<file path="src/rtl/dtrd_pkg.sv">
`default_nettype none
package dtrd_pkg;

	// Field widths fixed by the record format and the result format.
	localparam int BYTE_W = 8;
	localparam int WORD_W = 32;
	localparam int PAIR_W = 64;
	localparam int OUT_W = 48;
	localparam int OUT_FRAC_BITS = 16;
	localparam int HEADER_BYTES = 16;
	localparam int CFG_IDX_W = 3;

	// Default fixed-point formats.
	localparam int SUBVOXEL_BITS_DEF = 5;
	localparam int COEFF_FRAC_BITS_DEF = 16;

	// Result kinds.
	localparam logic [1:0] KIND_POINT = 2'd0;
	localparam logic [1:0] KIND_EMPTY = 2'd1;
	localparam logic [1:0] KIND_BAD_LEN = 2'd2;
	localparam logic [1:0] KIND_OVERRUN = 2'd3;

	// Configuration register indexes.
	localparam logic [CFG_IDX_W-1:0] REG_ROW0_A = 3'd0;
	localparam logic [CFG_IDX_W-1:0] REG_ROW0_B = 3'd1;
	localparam logic [CFG_IDX_W-1:0] REG_ROW1_A = 3'd2;
	localparam logic [CFG_IDX_W-1:0] REG_ROW1_B = 3'd3;
	localparam logic [CFG_IDX_W-1:0] REG_ROW2_A = 3'd4;
	localparam logic [CFG_IDX_W-1:0] REG_ROW2_B = 3'd5;
	localparam logic [CFG_IDX_W-1:0] REG_BUF_LEN = 3'd6;

	// Reset values of the coefficient pairs: identity, no translation.
	localparam logic [PAIR_W-1:0] ROW0_A_RST = 64'h0000_0000_0001_0000;
	localparam logic [PAIR_W-1:0] ROW0_B_RST = 64'h0;
	localparam logic [PAIR_W-1:0] ROW1_A_RST = 64'h0001_0000_0000_0000;
	localparam logic [PAIR_W-1:0] ROW1_B_RST = 64'h0;
	localparam logic [PAIR_W-1:0] ROW2_A_RST = 64'h0;
	localparam logic [PAIR_W-1:0] ROW2_B_RST = 64'h0000_0000_0001_0000;

	// Affine coefficients: [row][col], col 3 is the translation.
	typedef logic [2:0][3:0][WORD_W-1:0] dtrd_coef_t;

	// What a decoded byte hands to the transform pipeline.
	typedef struct packed {
		logic [1:0] kind;
		logic with_point;
		logic [WORD_W-1:0] idx;
		logic last;
	} dtrd_meta_t;

	typedef struct packed {
		dtrd_meta_t meta;
		logic [2:0][WORD_W-1:0] acc;
	} dtrd_req_t;

endpackage
`default_nettype wire

</file>
<file path="src/rtl/dtrd_cfg.sv">
`default_nettype none
module dtrd_cfg
	import dtrd_pkg::*;
(
	input wire logic clk,
	input wire logic arst_n,
	input wire logic cfg_wr_en,
	input wire logic [CFG_IDX_W-1:0] cfg_index,
	input wire logic [PAIR_W-1:0] cfg_data,
	output dtrd_coef_t coef,
	output logic [WORD_W-1:0] buffer_length
);

	logic [2:0][PAIR_W-1:0] pair_a_q;
	logic [2:0][PAIR_W-1:0] pair_b_q;
	logic [WORD_W-1:0] buf_len_q;

	// Register writes; an index past the list is dropped.
	always_ff @(posedge clk or negedge arst_n) begin
		if (!arst_n) begin
			pair_a_q[0] <= ROW0_A_RST;
			pair_b_q[0] <= ROW0_B_RST;
			pair_a_q[1] <= ROW1_A_RST;
			pair_b_q[1] <= ROW1_B_RST;
			pair_a_q[2] <= ROW2_A_RST;
			pair_b_q[2] <= ROW2_B_RST;
			buf_len_q <= '0;
		end else if (cfg_wr_en) begin
			case (cfg_index)
				REG_ROW0_A: pair_a_q[0] <= cfg_data;
				REG_ROW0_B: pair_b_q[0] <= cfg_data;
				REG_ROW1_A: pair_a_q[1] <= cfg_data;
				REG_ROW1_B: pair_b_q[1] <= cfg_data;
				REG_ROW2_A: pair_a_q[2] <= cfg_data;
				REG_ROW2_B: pair_b_q[2] <= cfg_data;
				REG_BUF_LEN: buf_len_q <= cfg_data[WORD_W-1:0];
				default: begin
				end
			endcase
		end
	end

	// Unpack the pairs into the coefficient matrix.
	always_comb begin
		for (int r = 0; r < 3; r++) begin
			coef[r][0] = pair_a_q[r][WORD_W-1:0];
			coef[r][1] = pair_a_q[r][PAIR_W-1:WORD_W];
			coef[r][2] = pair_b_q[r][WORD_W-1:0];
			coef[r][3] = pair_b_q[r][PAIR_W-1:WORD_W];
		end
	end

	assign buffer_length = buf_len_q;

endmodule
`default_nettype wire

</file>
<file path="config.mk">
export PLATFORM = sky130hd
export DESIGN_NAME = dtrd_cfg
export DESIGN_NICKNAME = d
export VERILOG_FILES = /design/src/rtl/dtrd_pkg.sv /design/src/rtl/dtrd_cfg.sv
export SDC_FILE = /design/constraint.sdc
export NUM_CORES = 1
export LEC_CHECK = 0
export BUFFER_PORTS_ARGS = -buffer_cell sky130_fd_sc_hd__buf_4
export CAP_MARGIN = 20
export CORE_AREA = 2 2 218 167
export DETAILED_ROUTE_END_ITERATION = 7
export DIE_AREA = 0 0 220 169
export PLACE_DENSITY_LB_ADDON = 0.08
export REMOVE_ABC_BUFFERS = 1
export SLEW_MARGIN = 10
export SYNTH_ARGS = -nofsm -noshare
export SYNTH_HDL_FRONTEND = slang
export SYNTH_SLANG_ARGS = --single-unit
</file>
<file path="constraint.sdc">
create_clock -name clk -period 0.8 [get_ports clk]
set_input_delay 0.08 -clock clk [delete_from_list [all_inputs] [get_ports clk]]
set_output_delay 0.08 -clock clk [all_outputs]
set_load 0.005 [all_outputs]
</file>
==> run summary, run 1 <==
nets: 1800
GRT Resource Usage Total: 27.34%
Core Area: 35130 um2
# setup viols final: 764
CP Data Required Time: 0.72 ns
Num CTS Buffers: 43
slowest cell on the critical path: dfstp_2
die area: 37180 um2
reg2reg path depth: 3
Ys Warns: 0
Slew HR: 76.02%
maximum clock rate: 789.3 MHz
area of the multi-input gates: 5786 um2
worst hold slack: -0.008427 ns
global-route wire length before repair: 75820 um
Skew-Pair Late Insertion Delay: 0.55 ns
most common cell after layout, fill and taps aside: buf_6
Switching Fraction: 26.35%
Initial Utilization: 46.34%
CTS tree: built
post-synthesis register bit count: 416
CTS Sinks: 416
fraction of layout cells with a size suffix above 1: 72.11%
Root Buffer: clkbuf_16
DR iter-0 viols: 623
PortBufs: 485
largest net degree at the start of global routing: 66
vias in the first global route: 11830
area of the mapped netlist: 16280 um2
final antenna-violating net count: 0
reg2reg start: coef[304]
Setup Skew: 0 ns
Crit path max-delay family: flip-flops
top post-synthesis cells by area: dfrtp_1 63%, mux2_4 17%, mux2_2 16%
antenna violations before repair: 0
commonest cells after routing, fill and taps aside: 550 x buf_6, 413 x dfrtp_1, 267 x mux2_4
fill cell count: 1859
R2R setup slack: -0.26 ns
I/O Pins: 486
DP Worst Slack: -0.6200 ns
Critical R2R Capture: coef[304]
Clk pwr share: 26.8%
drt drc: 0
Antenna diodes: 0
WL final: 57400 um
actual slew at the worst max-slew pin: 0.3597 ns
GPL Wtd Cong: 0.7841
CP startpoint kind: flip-flop
Crit. End Element: output pin
cell internal pwr: 54.71 mW
Syn Area/Cell: 18.42 um2
Arr. time, crit path: 1.19 ns
htree depth: 2
sequential-to-total area share from yosys stat: 63.97%
post-synth cell types: 10
final hold viol count: 7
Lkg Pwr: 13.40 nW
area delta synth->final: 70.76%
post-synth top area cell: dfrtp_1
CP peak stage delay: 0.54 ns
failing checks: negative hold slack, negative setup slack
fin worst setup slack: -0.4669 ns
CP max FO: 2
via count: 11320
sw power: 19.58 mW
drt first pass iters: 4
Final Max Slew Viols: 0
row cnt: 60
max cap viols: 0
P per Cell Area: 2672 nW/um2
buffers plus inverters on the worst setup path: 1
sequential cell area: 10410 um2
clock slew at reported path FFs: 0.06 ns
status: finished, violations left
sequential share of power: 39.9%
wire per inst: 25.83 um
Detailed Place HPWL: 32220 um
CP Cell Sequence: buf_6
maximum vdd drop: 0.001985 V
Longest Clk Path Bufs: 3
fin crit period: 1.267 ns
RSZ-0062 raised after global routing: yes
fin crit share: 158.4%
die span in y: 169 um
total congestion overflow: 0
cell count after synthesis: 884
Hold Path Class: input pin to async pin
die width: 220 um
drt via density: 5.095
Setup CP Type: flip-flop to output pin
Combinational Power Share: 33.3%
Yosys top cell area share: 63.48%
[kinds of logic after synthesis]
kind of cell	count (synthesis)	share of synthesized area, %
and+or+nand+nor	7	0.4842
muxes	416	32.93
DFF	416	63.97
buffers and inverters	45	2.621
[worst max-delay path by stage]
stage	start	cells past startpoint	to
after floorplan	cfg_index[1]	2	coef[16]
after global placement	cfg_index[0]	5	coef[15]
after detailed placement	cfg_index[0]	5	coef[41]
after CTS	coef[16]	1	coef[16]
after global routing	coef[102]	2	coef[102]
final	coef[16]	1	coef[16]
[layer usage]
layer	track usage, %	share of wire (%)	up-vias
met1	35.73	41	5991
met5	0	0	-
met4	8.433	2.9	0
met3	8.176	7.6	98
li1	-	-	4816
met2	44.04	48	416
[stage by stage]
stage               setup TNS (ns)  total power [mW]  utilization, %  instances  instance area (um2)
CTS                        -171.52             71.30           74.41       2139                26140
global route               -193.65             77.15           79.12       2222                27800
floorplan                  -965.70             34.28               -        839                15850
global placement           -212.49             45.13           59.86       1866                21030
detailed placement         -220.99             45.47           59.86       1866                21030
finish                     -175.54             74.29           79.12       2222                27800
[repair_timing]
item | in CTS | in global routing
cloned | 12 | 15
gates resized for setup | 472 | 221
setup endpoints to repair | 514 | 751
endpoints found under the hold margin | 832 | 1
buffers inserted | 128 | 113
pin swaps | 1 | 4
hold buffers | 65 | 1
[sequential cells by signal, indices dropped and copies added (netlist names)]
signal         cells
coef             384
buffer_length     32
[cells in the mapped netlist]
master	n
dfrtp_1	413
mux2_2	236
mux2_4	180
buf_6	27
buf_4	13
buf_2	5
and4bb_1	3
dfstp_2	3
nand4b_1	3
nor4b_2	1
[power by group through the flow]
stage                     Sequential, mW  Clock (mW)  Combinational [mW]
after detailed placement            28.6           0                16.8
after global placement              28.5           0                16.6
after global routing                30.1        21.1                25.9
after floorplan                     28.7           0                5.57
after CTS                           29.2        20.1                22.1
final                               29.7        19.9                24.7
[layout make-up]
type / count / area share [%]
clock buffer: 63 / 4.654
tap: 465 / 2.093
sequential: 416 / 37.46
multi-input combinational: 423 / 20.81
clock inverter: 9 / 0.2610
timing repair buffer: 846 / 34.72
Note: power is estimated with default switching activity, not from simulation.
==> inputs of run 2 (changes only) <==
Settings changed: CORE_AREA 2 2 218 167 to 2 2 208 159, DIE_AREA 0 0 220 169 to 0 0 210 161, RECOVER_POWER from default to 100.
Clock period 0.8 ns to 1.45 ns, I/O delays scaled along.
==> run 2 against run 1 <==
The flow now finishes without violations. Setup slack improved by 0.56 ns. Clock-buffer cell count shrank 2. Non-clock buffer count shrank 239. Worst hold slack better by 0.070 ns. Global-route usage decreased by 1.0 points. Die area fell by 9.1%. Critical path depth is the same. Flip-flop and latch count stayed put. Largest power group unchanged. Highest routed layer unchanged.
==> run summary, run 2 (same netlist as run 1, synthesis figures left out) <==
CP Data Required Time: 1.31 ns (+0.59 ns)
Initial Utilization: 51.07% (+4.7 points)
post-route cell area: 20970 um2 (-25%)
via count: 9914 (-12%)
Detailed Place HPWL: 31270 um (-2.9%)
drt drc: 0 (unchanged)
Final Max Slew Viols: 0 (unchanged)
status: finished clean
final antenna-violating net count: 0 (unchanged)
Num CTS Buffers: 41 (-4.7%)
CP Cell Sequence: buf_4
fraction of layout cells with a size suffix above 1: 39.93% (-32 points)
max cap viols: 0 (unchanged)
clock slew at reported path FFs: 0.06 ns (about the same)
die area: 33810 um2 (-9.1%)
CTS tree: built
die width: 210 um (-4.5%)
commonest cells after routing, fill and taps aside: 413 x dfrtp_1, 275 x clkbuf_1, 235 x mux2_2
htree depth: 2 (unchanged)
slowest cell on the critical path: dfstp_1
sw power: 8.985 mW (-54%)
most common cell after layout, fill and taps aside: dfrtp_1
maximum clock rate: 736.5 MHz
fill cell count: 2606 (+40%)
P per Cell Area: 1597 nW/um2 (-40%)
post-cts repair resize count: 0 (-100%)
post-route setup TNS: 0 ns (+175.54 ns)
CP peak stage delay: 0.55 ns (about the same)
Combinational Power Share: 20.9% (-12 points)
Skew-Pair Late Insertion Delay: 0.54 ns (about the same)
RSZ-0062 raised after global routing: no
drt via density: 5.129 (+0.66%)
Lkg Pwr: 9.464 nW (-29%)
Placed Instance Area: 20770 um2 (-1.3%)
Hold Path Class: input pin to async pin
Slew HR: 41.96% (-34 points)
CTS Sinks: 416 (unchanged)
# setup viols final: 0 (-100%)
area delta synth->final: 28.81%
maximum vdd drop: 0.001071 V (-46%)
drt first pass iters: 4 (unchanged)
die span in y: 161 um (-4.7%)
Core Area: 31880 um2 (-9.3%)
DR iter-0 viols: 474 (-24%)
Setup Skew: 0 ns (unchanged)
nets: 1559 (-13%)
Antenna diodes: 0 (unchanged)
actual slew at the worst max-slew pin: 0.8707 ns (+0.5109 ns)
GRT Resource Usage Total: 26.32% (-1.0 points)
GPL Wtd Cong: 0.7743 (-1.2%)
Util after Layout: 65.78% (-13 points)
worst hold slack: 0.06155 ns (+0.06997 ns)
Setup CP Type: flip-flop to output pin
Power, Total: 33.50 mW (-55%)
wire per inst: 22.79 um (-12%)
Largest register FFs: 384 (unchanged)
buffers plus inverters on the worst setup path: 1 (unchanged)
CP max FO: 2 (unchanged)
fin crit period: 1.358 ns
fin crit share: 93.64%
total congestion overflow: 0 (unchanged)
global-route wire length before repair: 67160 um (-11%)
I/O Pins: 486 (unchanged)
CP startpoint kind: flip-flop
Arr. time, crit path: 1.21 ns (+0.02 ns)
Switching Fraction: 26.82% (+0.47 points)
reg2reg start: coef[68]
vias in the first global route: 10400 (-12%)
final hold viol count: 0 (-7)
Crit path max-delay family: flip-flops
Longest Clk Path Bufs: 3 (unchanged)
sequential share of power: 46.6% (+6.7 points)
cell internal pwr: 24.51 mW (-55%)
CP Launch Point: coef[176]
Clk pwr share: 32.5% (+5.7 points)
Root Buffer: clkbuf_16
row cnt: 57 (-5.0%)
PortBufs: 485 (unchanged)
Crit. End Element: output pin
antenna violations before repair: 0 (unchanged)
largest net degree at the start of global routing: 71 (+7.6%)
WL final: 44040 um (-23%)
## run 2: cell count changes in the layout (fill, tap and decap cells not counted), moves of 4 or more
cell / before / now
clkbuf_4: 0 / 188
clkbuf_16: 57 / 43
buf_8: 8 / 1
mux2_2: 149 / 235
buf_6: 550 / 1
clkbuf_2: 0 / 12
buf_12: 46 / 6
mux2_4: 267 / 30
mux2_1: 0 / 151
buf_16: 10 / 0
buf_4: 153 / 69
clkbuf_8: 10 / 6
clkbuf_1: 8 / 275
## run 2: metal layers
layer	vias up	share of wire [%]	global-route usage [%]
met5	-	0	0
met4	0	3.3	8.994
met3	81	7.6	8.516
met2	332	47	41.56
met1	5136	43	34.68
li1	4365	-	-
## run 2: metrics by stage
stage / cells / setup WS (ns)
after floorplan: 839 / -2.934
after global placement: 1794 / 0.01511
after detailed placement: 1794 / 0.001162
after CTS: 1933 / 0.08257
after global routing: 1933 / 0.05371
final: 1933 / 0.09217
## run 2: power by group through the flow
stage | sequential, mW | combinational, mW | clock, mW
after CTS | 15.7 | 9.16 | 11.1
after floorplan | 15.8 | 3.07 | 0
final | 15.6 | 7.00 | 10.9
after global placement | 15.8 | 8.87 | 0
after detailed placement | 15.9 | 9.01 | 0
after global routing | 15.9 | 7.53 | 11.6
## run 2: cell type report
type | instances | area, um2 | area share, %
timing repair buffer | 607 | 3791 | 18.08
sequential | 416 | 10410 | 49.66
tap | 413 | 516.7 | 2.464
clock buffer | 61 | 1204 | 5.740
clock inverter | 13 | 175.2 | 0.8353
multi-input combinational | 423 | 4870 | 23.22
## run 2: path summary, 6_finish.rpt
check | slack (ns) | cells after the start | to
max | 0.09 | 1 | coef[176]
min in group clk | 0.22 | 4 | coef[8]
min reg2reg | 0.48 | 1 | coef[77]
min | 0.06 | 2 | coef[344]
max in group asynchronous | 0.28 | 4 | coef[378]
max reg2reg | 0.61 | 1 | coef[68]
## run 2: what timing repair did
item | 4_1_cts | 5_1_grt
hold endpoints to repair | 731 | 0
buffers inserted | 0 | 0
hold buffers | 65 | 0
