===== config.mk =====
export PLATFORM = sky130hd
export DESIGN_NAME = dtrd_parse
export DESIGN_NICKNAME = d
export VERILOG_FILES = /design/src/rtl/dtrd_pkg.sv /design/src/rtl/dtrd_parse.sv
export SDC_FILE = /design/constraint.sdc
export NUM_CORES = 1
export LEC_CHECK = 0
export CAP_MARGIN = 0
export CORE_AREA = 2 2 290 292
export CTS_BUF_LIST = sky130_fd_sc_hd__clkbuf_4 sky130_fd_sc_hd__clkbuf_8
export CTS_CLUSTER_DIAMETER = 120
export DETAILED_ROUTE_END_ITERATION = 8
export DIE_AREA = 0 0 292 294
export DONT_BUFFER_PORTS = 1
export GPL_ROUTABILITY_DRIVEN = 0
export HOLD_SLACK_MARGIN = 0.1
export MAX_ROUTING_LAYER = met4
export SLEW_MARGIN = 20
export SYNTH_ARGS = -nofsm -noshare
export SYNTH_HDL_FRONTEND = slang
export SYNTH_SLANG_ARGS = --single-unit

===== constraint.sdc =====
create_clock -name clk -period 27 [get_ports clk]
set_input_delay 5.4 -clock clk [delete_from_list [all_inputs] [get_ports clk]]
set_output_delay 5.4 -clock clk [all_outputs]
set_load 0.005 [all_outputs]

===== src/rtl/dtrd_pkg.sv =====
`default_nettype none
package dtrd_pkg;

	// Field widths fixed by the record format and the result format.
	localparam int BYTE_W = 8;
	localparam int WORD_W = 32;
	localparam int PAIR_W = 64;
	localparam int OUT_W = 48;
	localparam int OUT_FRAC_BITS = 16;
	localparam int HEADER_BYTES = 16;
	localparam int CFG_IDX_W = 3;

	// Default fixed-point formats.
	localparam int SUBVOXEL_BITS_DEF = 5;
	localparam int COEFF_FRAC_BITS_DEF = 16;

	// Result kinds.
	localparam logic [1:0] KIND_POINT = 2'd0;
	localparam logic [1:0] KIND_EMPTY = 2'd1;
	localparam logic [1:0] KIND_BAD_LEN = 2'd2;
	localparam logic [1:0] KIND_OVERRUN = 2'd3;

	// Configuration register indexes.
	localparam logic [CFG_IDX_W-1:0] REG_ROW0_A = 3'd0;
	localparam logic [CFG_IDX_W-1:0] REG_ROW0_B = 3'd1;
	localparam logic [CFG_IDX_W-1:0] REG_ROW1_A = 3'd2;
	localparam logic [CFG_IDX_W-1:0] REG_ROW1_B = 3'd3;
	localparam logic [CFG_IDX_W-1:0] REG_ROW2_A = 3'd4;
	localparam logic [CFG_IDX_W-1:0] REG_ROW2_B = 3'd5;
	localparam logic [CFG_IDX_W-1:0] REG_BUF_LEN = 3'd6;

	// Reset values of the coefficient pairs: identity, no translation.
	localparam logic [PAIR_W-1:0] ROW0_A_RST = 64'h0000_0000_0001_0000;
	localparam logic [PAIR_W-1:0] ROW0_B_RST = 64'h0;
	localparam logic [PAIR_W-1:0] ROW1_A_RST = 64'h0001_0000_0000_0000;
	localparam logic [PAIR_W-1:0] ROW1_B_RST = 64'h0;
	localparam logic [PAIR_W-1:0] ROW2_A_RST = 64'h0;
	localparam logic [PAIR_W-1:0] ROW2_B_RST = 64'h0000_0000_0001_0000;

	// Affine coefficients: [row][col], col 3 is the translation.
	typedef logic [2:0][3:0][WORD_W-1:0] dtrd_coef_t;

	// What a decoded byte hands to the transform pipeline.
	typedef struct packed {
		logic [1:0] kind;
		logic with_point;
		logic [WORD_W-1:0] idx;
		logic last;
	} dtrd_meta_t;

	typedef struct packed {
		dtrd_meta_t meta;
		logic [2:0][WORD_W-1:0] acc;
	} dtrd_req_t;

endpackage
`default_nettype wire


===== src/rtl/dtrd_parse.sv =====
`default_nettype none
module dtrd_parse
	import dtrd_pkg::*;
(
	input wire logic clk,
	input wire logic arst_n,
	input wire logic in_fire,
	input wire logic [BYTE_W-1:0] track_byte,
	input wire logic [WORD_W-1:0] buffer_length,
	output logic req_vld,
	output dtrd_req_t req
);

	localparam logic [1:0] PH_HDR = 2'd0;
	localparam logic [1:0] PH_DLT = 2'd1;
	localparam logic [1:0] PH_HALT = 2'd2;
	localparam logic [3:0] HC_LAST = 4'(HEADER_BYTES - 1);
	localparam int LW = WORD_W + 2;

	// Residue of a byte modulo three, folding base-4 digits since 4 is 1 mod 3.
	function automatic logic [1:0] mod3_byte(input logic [7:0] b);
		logic [3:0] s;
		logic [2:0] t;
		logic [1:0] u;
		s = 4'(b[7:6]) + 4'(b[5:4]) + 4'(b[3:2]) + 4'(b[1:0]);
		t = 3'(s[3:2]) + 3'(s[1:0]);
		u = 2'(t[2]) + t[1:0];
		return (u == 2'd3) ? 2'd0 : u;
	endfunction

	function automatic logic [1:0] mod3_add(input logic [1:0] a, input logic [1:0] b);
		logic [2:0] s;
		s = 3'(a) + 3'(b);
		return (s >= 3'd3) ? 2'(s - 3'd3) : s[1:0];
	endfunction

	logic [1:0] phase_q, phase_n;
	logic [3:0] hc_q, hc_n;
	logic [WORD_W-1:0] bs_q, bs_n, rs_q, rs_n, hb_q, hb_n, lw_q, lw_n;
	logic [WORD_W-1:0] left_q, left_n, sc_q, sc_n;
	logic [2:0][WORD_W-1:0] acc_q, acc_n;
	logic [1:0] lane_q, lane_n, res_q, res_n;
	logic [WORD_W-1:0] bs_inc, hb_shift, delta, left_dec;
	logic [1:0] byte_res;
	logic [LW-1:0] rec_len;
	logic no_fit, overrun;

	assign bs_inc = bs_q + 1'b1;
	assign hb_shift = {track_byte, hb_q[WORD_W-1:BYTE_W]};
	assign delta = {{(WORD_W - BYTE_W){track_byte[BYTE_W-1]}}, track_byte};
	assign left_dec = left_q - WORD_W'(3);
	assign byte_res = mod3_byte(track_byte);

	// Record bounds: the header must fit, and the whole record must fit.
	assign no_fit = (LW'(rs_q) + LW'(HEADER_BYTES)) > LW'(buffer_length);
	assign rec_len = (lw_q == '0) ? LW'(HEADER_BYTES) : (LW'(lw_q) + LW'(HEADER_BYTES - 3));
	assign overrun = (LW'(rs_q) + rec_len) > LW'(buffer_length);

	// Next-state decode for one byte.
	always_comb begin
		phase_n = phase_q;
		hc_n = hc_q;
		bs_n = bs_q;
		rs_n = rs_q;
		hb_n = hb_q;
		lw_n = lw_q;
		left_n = left_q;
		sc_n = sc_q;
		acc_n = acc_q;
		lane_n = lane_q;
		res_n = res_q;
		req_vld = 1'b0;
		req.meta.kind = KIND_POINT;
		req.meta.with_point = 1'b0;
		req.meta.idx = sc_q;
		req.meta.last = 1'b0;
		case (phase_q)
			PH_HDR: begin
				if (in_fire) begin
					if (hc_q == '0 && no_fit) begin
						phase_n = PH_HALT;
					end else begin
						bs_n = bs_inc;
						hb_n = hb_shift;
						// The length residue builds up over the first four bytes.
						if (hc_q == '0) begin
							res_n = byte_res;
						end else if (hc_q < 4'd4) begin
							res_n = mod3_add(res_q, byte_res);
						end
						if (hc_q[1:0] == 2'd3) begin
							case (hc_q[3:2])
								2'd0: lw_n = hb_shift;
								2'd1: acc_n[0] = hb_shift;
								2'd2: acc_n[1] = hb_shift;
								default: acc_n[2] = hb_shift;
							endcase
						end
						if (hc_q != HC_LAST) begin
							hc_n = hc_q + 1'b1;
						end else begin
							hc_n = '0;
							req_vld = 1'b1;
							if (res_q != 2'd0) begin
								req.meta.kind = KIND_BAD_LEN;
								phase_n = PH_HALT;
							end else if (overrun) begin
								req.meta.kind = KIND_OVERRUN;
								phase_n = PH_HALT;
							end else begin
								sc_n = sc_q + 1'b1;
								if (lw_q == '0) begin
									req.meta.kind = KIND_EMPTY;
									rs_n = bs_inc;
								end else begin
									req.meta.with_point = 1'b1;
									if (lw_q == WORD_W'(3)) begin
										req.meta.last = 1'b1;
										rs_n = bs_inc;
									end else begin
										phase_n = PH_DLT;
										left_n = lw_q - WORD_W'(3);
										lane_n = 2'd0;
									end
								end
							end
						end
					end
				end
			end
			PH_DLT: begin
				if (in_fire) begin
					bs_n = bs_inc;
					case (lane_q)
						2'd0: begin
							acc_n[0] = acc_q[0] + delta;
							lane_n = 2'd1;
						end
						2'd1: begin
							acc_n[1] = acc_q[1] + delta;
							lane_n = 2'd2;
						end
						default: begin
							// Third byte of a triple completes a point.
							acc_n[2] = acc_q[2] + delta;
							lane_n = 2'd0;
							left_n = left_dec;
							req_vld = 1'b1;
							req.meta.with_point = 1'b1;
							req.meta.idx = sc_q - 1'b1;
							req.meta.last = (left_dec == '0);
							if (left_dec == '0) begin
								phase_n = PH_HDR;
								rs_n = bs_inc;
							end
						end
					endcase
				end
			end
			default: begin
			end
		endcase
		req.acc = acc_n;
	end

	// Decoder state.
	always_ff @(posedge clk or negedge arst_n) begin
		if (!arst_n) begin
			phase_q <= PH_HDR;
			hc_q <= '0;
			bs_q <= '0;
			rs_q <= '0;
			hb_q <= '0;
			lw_q <= '0;
			left_q <= '0;
			sc_q <= '0;
			acc_q <= '0;
			lane_q <= '0;
			res_q <= '0;
		end else begin
			phase_q <= phase_n;
			hc_q <= hc_n;
			bs_q <= bs_n;
			rs_q <= rs_n;
			hb_q <= hb_n;
			lw_q <= lw_n;
			left_q <= left_n;
			sc_q <= sc_n;
			acc_q <= acc_n;
			lane_q <= lane_n;
			res_q <= res_n;
		end
	end

`ifndef SYNTHESIS
	a_halt_sticks: assert property (@(posedge clk) disable iff (!arst_n)
		phase_q == PH_HALT |=> phase_q == PH_HALT)
		else $error("decoder left the halted phase");
	a_delta_left: assert property (@(posedge clk) disable iff (!arst_n)
		phase_q == PH_DLT |-> left_q != '0)
		else $error("delta phase with no points left");
	a_hdr_count: assert property (@(posedge clk) disable iff (!arst_n)
		hc_q != '0 |-> phase_q == PH_HDR)
		else $error("header count active outside the header phase");
`endif

endmodule
`default_nettype wire


==> flow_summary_export.csv <==
group,metric,value,unit
clocking,cts_hold_buf,0,
floorplanning,placementRows,106,
global_route,globalRouteOverflowTotal,0,
worst_hold_path,min_path_type,"reg2reg",
cells_and_area,multi_input_area,16360,um2
route,met2_length,37320,um
cells_and_area,final_util,32.32,%
route,highest_layer,"met4",
timing,setup_viol,0,
timing,rsz0062_at_grt,"no",
route,wl_met1,34740,um
logic_synthesis,synth_cells,2855,
pwr,power.density,37.70,nW/um2
timing,finalCritPeriodShare,53.66,%
timing,tightest_slew,0.9654,ns
critical_path,r2r_setup_slack,18.04,ns
logic_synthesis,syn_area,24570,um2
logic_synthesis,syn_area_per_cell,8.606,um2
clocking,cts.sinks,290,
global_route,grt_pass1_wl,125900,um
route,wire_per_inst,20.94,um
floorplanning,fp.dieW,292,um
logic_synthesis,yosysUniqueCellTypes,92,
floorplanning,dieHeight,294,um
logic_synthesis,seq_area_frac_synth,29.54,%
clocking,clk_latency,0.69,ns
logic_synthesis,yosysTopAreaCellShare,29.54,%
timing,maxSlewViolCount,0,
clocking,numCtsBuffers,59,
timing,hold_violations,0,
cells_and_area,fin_area,26790,um2
cells_and_area,fillers,8519,
pwr,power.leakage,12.40,nW
critical_path,cp-end-kind,"output port",
logic_synthesis,synth.net_count,3112,
placed_design,port_buffers,0,
critical_path,worstSetupPathType,"reg2out",
clocking,cts_resized,0,
clocking,clkTransAtPathRegs,0.06,ns
route,drt_iter0_markers,1722,
timing,hold_slack,0.4890,ns
logic_synthesis,synthTopCellsByArea,"dfrtp_1 (30%), ha_1 (10%), xnor2_1 (5.8%)",
floorplanning,core_area,82890,um2
cells_and_area,layout-drive-gt1-share,9.133,%
cells_and_area,nNetsFinal,3054,
route,via_per_inst,5.539,
job,maxCapViolations,0,
cells_and_area,register_area,7261,um2
timing,min_period,14.49,ns
floorplanning,initial_core_util,29.64,%
placed_design,dp_hpwl,58330,um
route,via_count,21723,
clocking,cts_buffer_depth,3,
global_route,track_usage,19.29,%
pwr,peakVddDrop,0.00003208,V
global_route,antenna_found_initial,6,
critical_path,crit_arrival,9.09,ns
global_route,grt_max_degree,291,
logic_synthesis,synth_edf_count,0,
route,antenna_left,0,
route,drc,0,
route,dr.pass1.iters,7,
global_route,grt_pass1_vias,20769,
timing,fmax,69.03,MHz
timing,tns,0,ns
route,met3WireLength,6967,um
floorplanning,ios,176,
clocking,postCtsSetupBuffers,0,
clocking,cts_tree,"done",
route,totalWireLength,82130,um
clocking,htreeDepth,2,
cells_and_area,syn_to_final_growth,9.054,%
timing,skew,0.05491,ns
clocking,clk_root_buffer_cell,"clkbuf_8",
critical_path,required,21.60,ns
logic_synthesis,yosysTopAreaCell,"dfrtp_1",
floorplanning,die_area,85850,um2
outcome,status,"finished, final reports clean",
logic_synthesis,async_reset_ff_share,100.0,%
critical_path,cp_max_fo,8,
critical_path,cpPeakStageDelay,0.64,ns
logic_synthesis,synthFlopType,"dfrtp_1",
critical_path,cp-start-kind,"register",
critical_path,slowest_stage,"nor3_1",
logic_synthesis,ys_ff_latch,290,
placed_design,post_dp_cell_area,25520,um2
logic_synthesis,yosys_warnings,0,
timing,relSlewSlack,35.64,%
## per-stage QoR
| step | setup WS (ns) | cells | power [mW] |
|---|---|---|---|
| 6_report | 12.51 | 3922 | 1.010 |
| 5_1_grt | 11.90 | 3922 | 1.051 |
| 4_1_cts | 12.08 | 3915 | 1.022 |
| 3_5_place_dp | 12.79 | 3815 | 0.5221 |
| 3_3_place_gp | 12.82 | 3815 | 0.5209 |
| 2_1_floorplan | 13.38 | 2855 | 0.5094 |
## cells in the final DEF, fill, tap and decap left out, types with 45 or more instances in the layout
cell type  instances
dfrtp_1          289
nor2_1           235
a21oi_1          233
nand2_1          210
ha_1             204
xnor2_1          163
o21ai_0          140
xor2_1           139
inv_1            108
nand3_1           92
nor3_1            82
clkbuf_8          73
o22ai_1           69
mux2_2            60
a21o_1            58
nand4_1           49
o22a_1            45
## cells in the mapped netlist, drive strengths merged (15+ instances only)
library cell  count
inv             109
or3              25
nor4             36
nand2           212
xnor2           163
a211oi           32
o21bai           18
a31oi            23
dfrtp           290
nand2b           20
ha              204
a22oi            41
and3             36
a21oi           234
nand3            93
o221ai           15
a21o             58
nor2            237
nor3             85
o21ai           146
or4              17
o22a             45
xor2            139
clkbuf          104
o22ai            69
mux2             86
nand4            50
buf              35
nor2b            26
## cell type report
class	count	share of cell area, %
Antenna cell	6	0.05604
Clock buffer	94	4.338
Clock inverter	6	0.2382
Inverter	110	1.541
Multi-Input combinational cell	2316	61.05
Sequential cell	290	27.10
Tap cell	1080	5.043
Timing Repair Buffer	20	0.6351
## layer usage
layer,track usage (%),up-vias
li1,-,10428
met1,23.39,10444
met2,29.92,693
met3,5.536,158
met4,8.197,0
met5,-,-
## sequential cells by signal, summed over array words and instances, names as in the netlist
signal   count
acc_q       96
bs_q        32
left_q      32
lw_q        32
rs_q        32
sc_q        32
hb_q        24
hc_q         4
lane_q       2
phase_q      2
res_q        2
## path summary, 6_finish.rpt
| kind | from | endpoint | cells after the start |
|---|---|---|---|
| min reg2reg | bs_q[31] | bs_q[31] | 1 |
| min in group asynchronous | arst_n | acc_q[19] | 0 |
| max in group asynchronous | arst_n | sc_q[26] | 0 |
| min | bs_q[31] | bs_q[31] | 1 |
| max | lw_q[10] | req[131] | 27 |
| max reg2reg | lw_q[10] | left_q[3] | 27 |
## kinds of logic (layout without fill, tap and decap cells)
group,Yosys count,count (layout),synth area share (%)
AOI/OAI and AO/OA,813,813,21.58
muxes,97,97,4.787
other,0,6,0
DFF,290,290,29.54
and+or+nand+nor,890,890,18.03
xor gates and xnor gates,302,302,10.77
buffers and inverters,249,230,4.099
adders and majority gates,214,214,11.20
## critical path: cells and delay by family (launching register included)
| kind | cells | cell delay (ns) |
|---|---|---|
| adder cells (fa/ha/maj) | 3 | 1.04 |
| AO/OA/AOI/OAI | 9 | 2.99 |
| flip-flops | 1 | 0.47 |
| AND/OR/NAND/NOR | 15 | 3.90 |
## power by group
| group | total, mW | switching [mW] | internal (mW) |
|---|---|---|---|
| clock network | 0.494 | 0.215 | 0.279 |
| registers | 0.438 | 0.00188 | 0.436 |
| logic | 0.0778 | 0.0439 | 0.0339 |
| total | 1.01 | 0.261 | 0.749 |
Note: power is estimated with default switching activity, not from simulation.
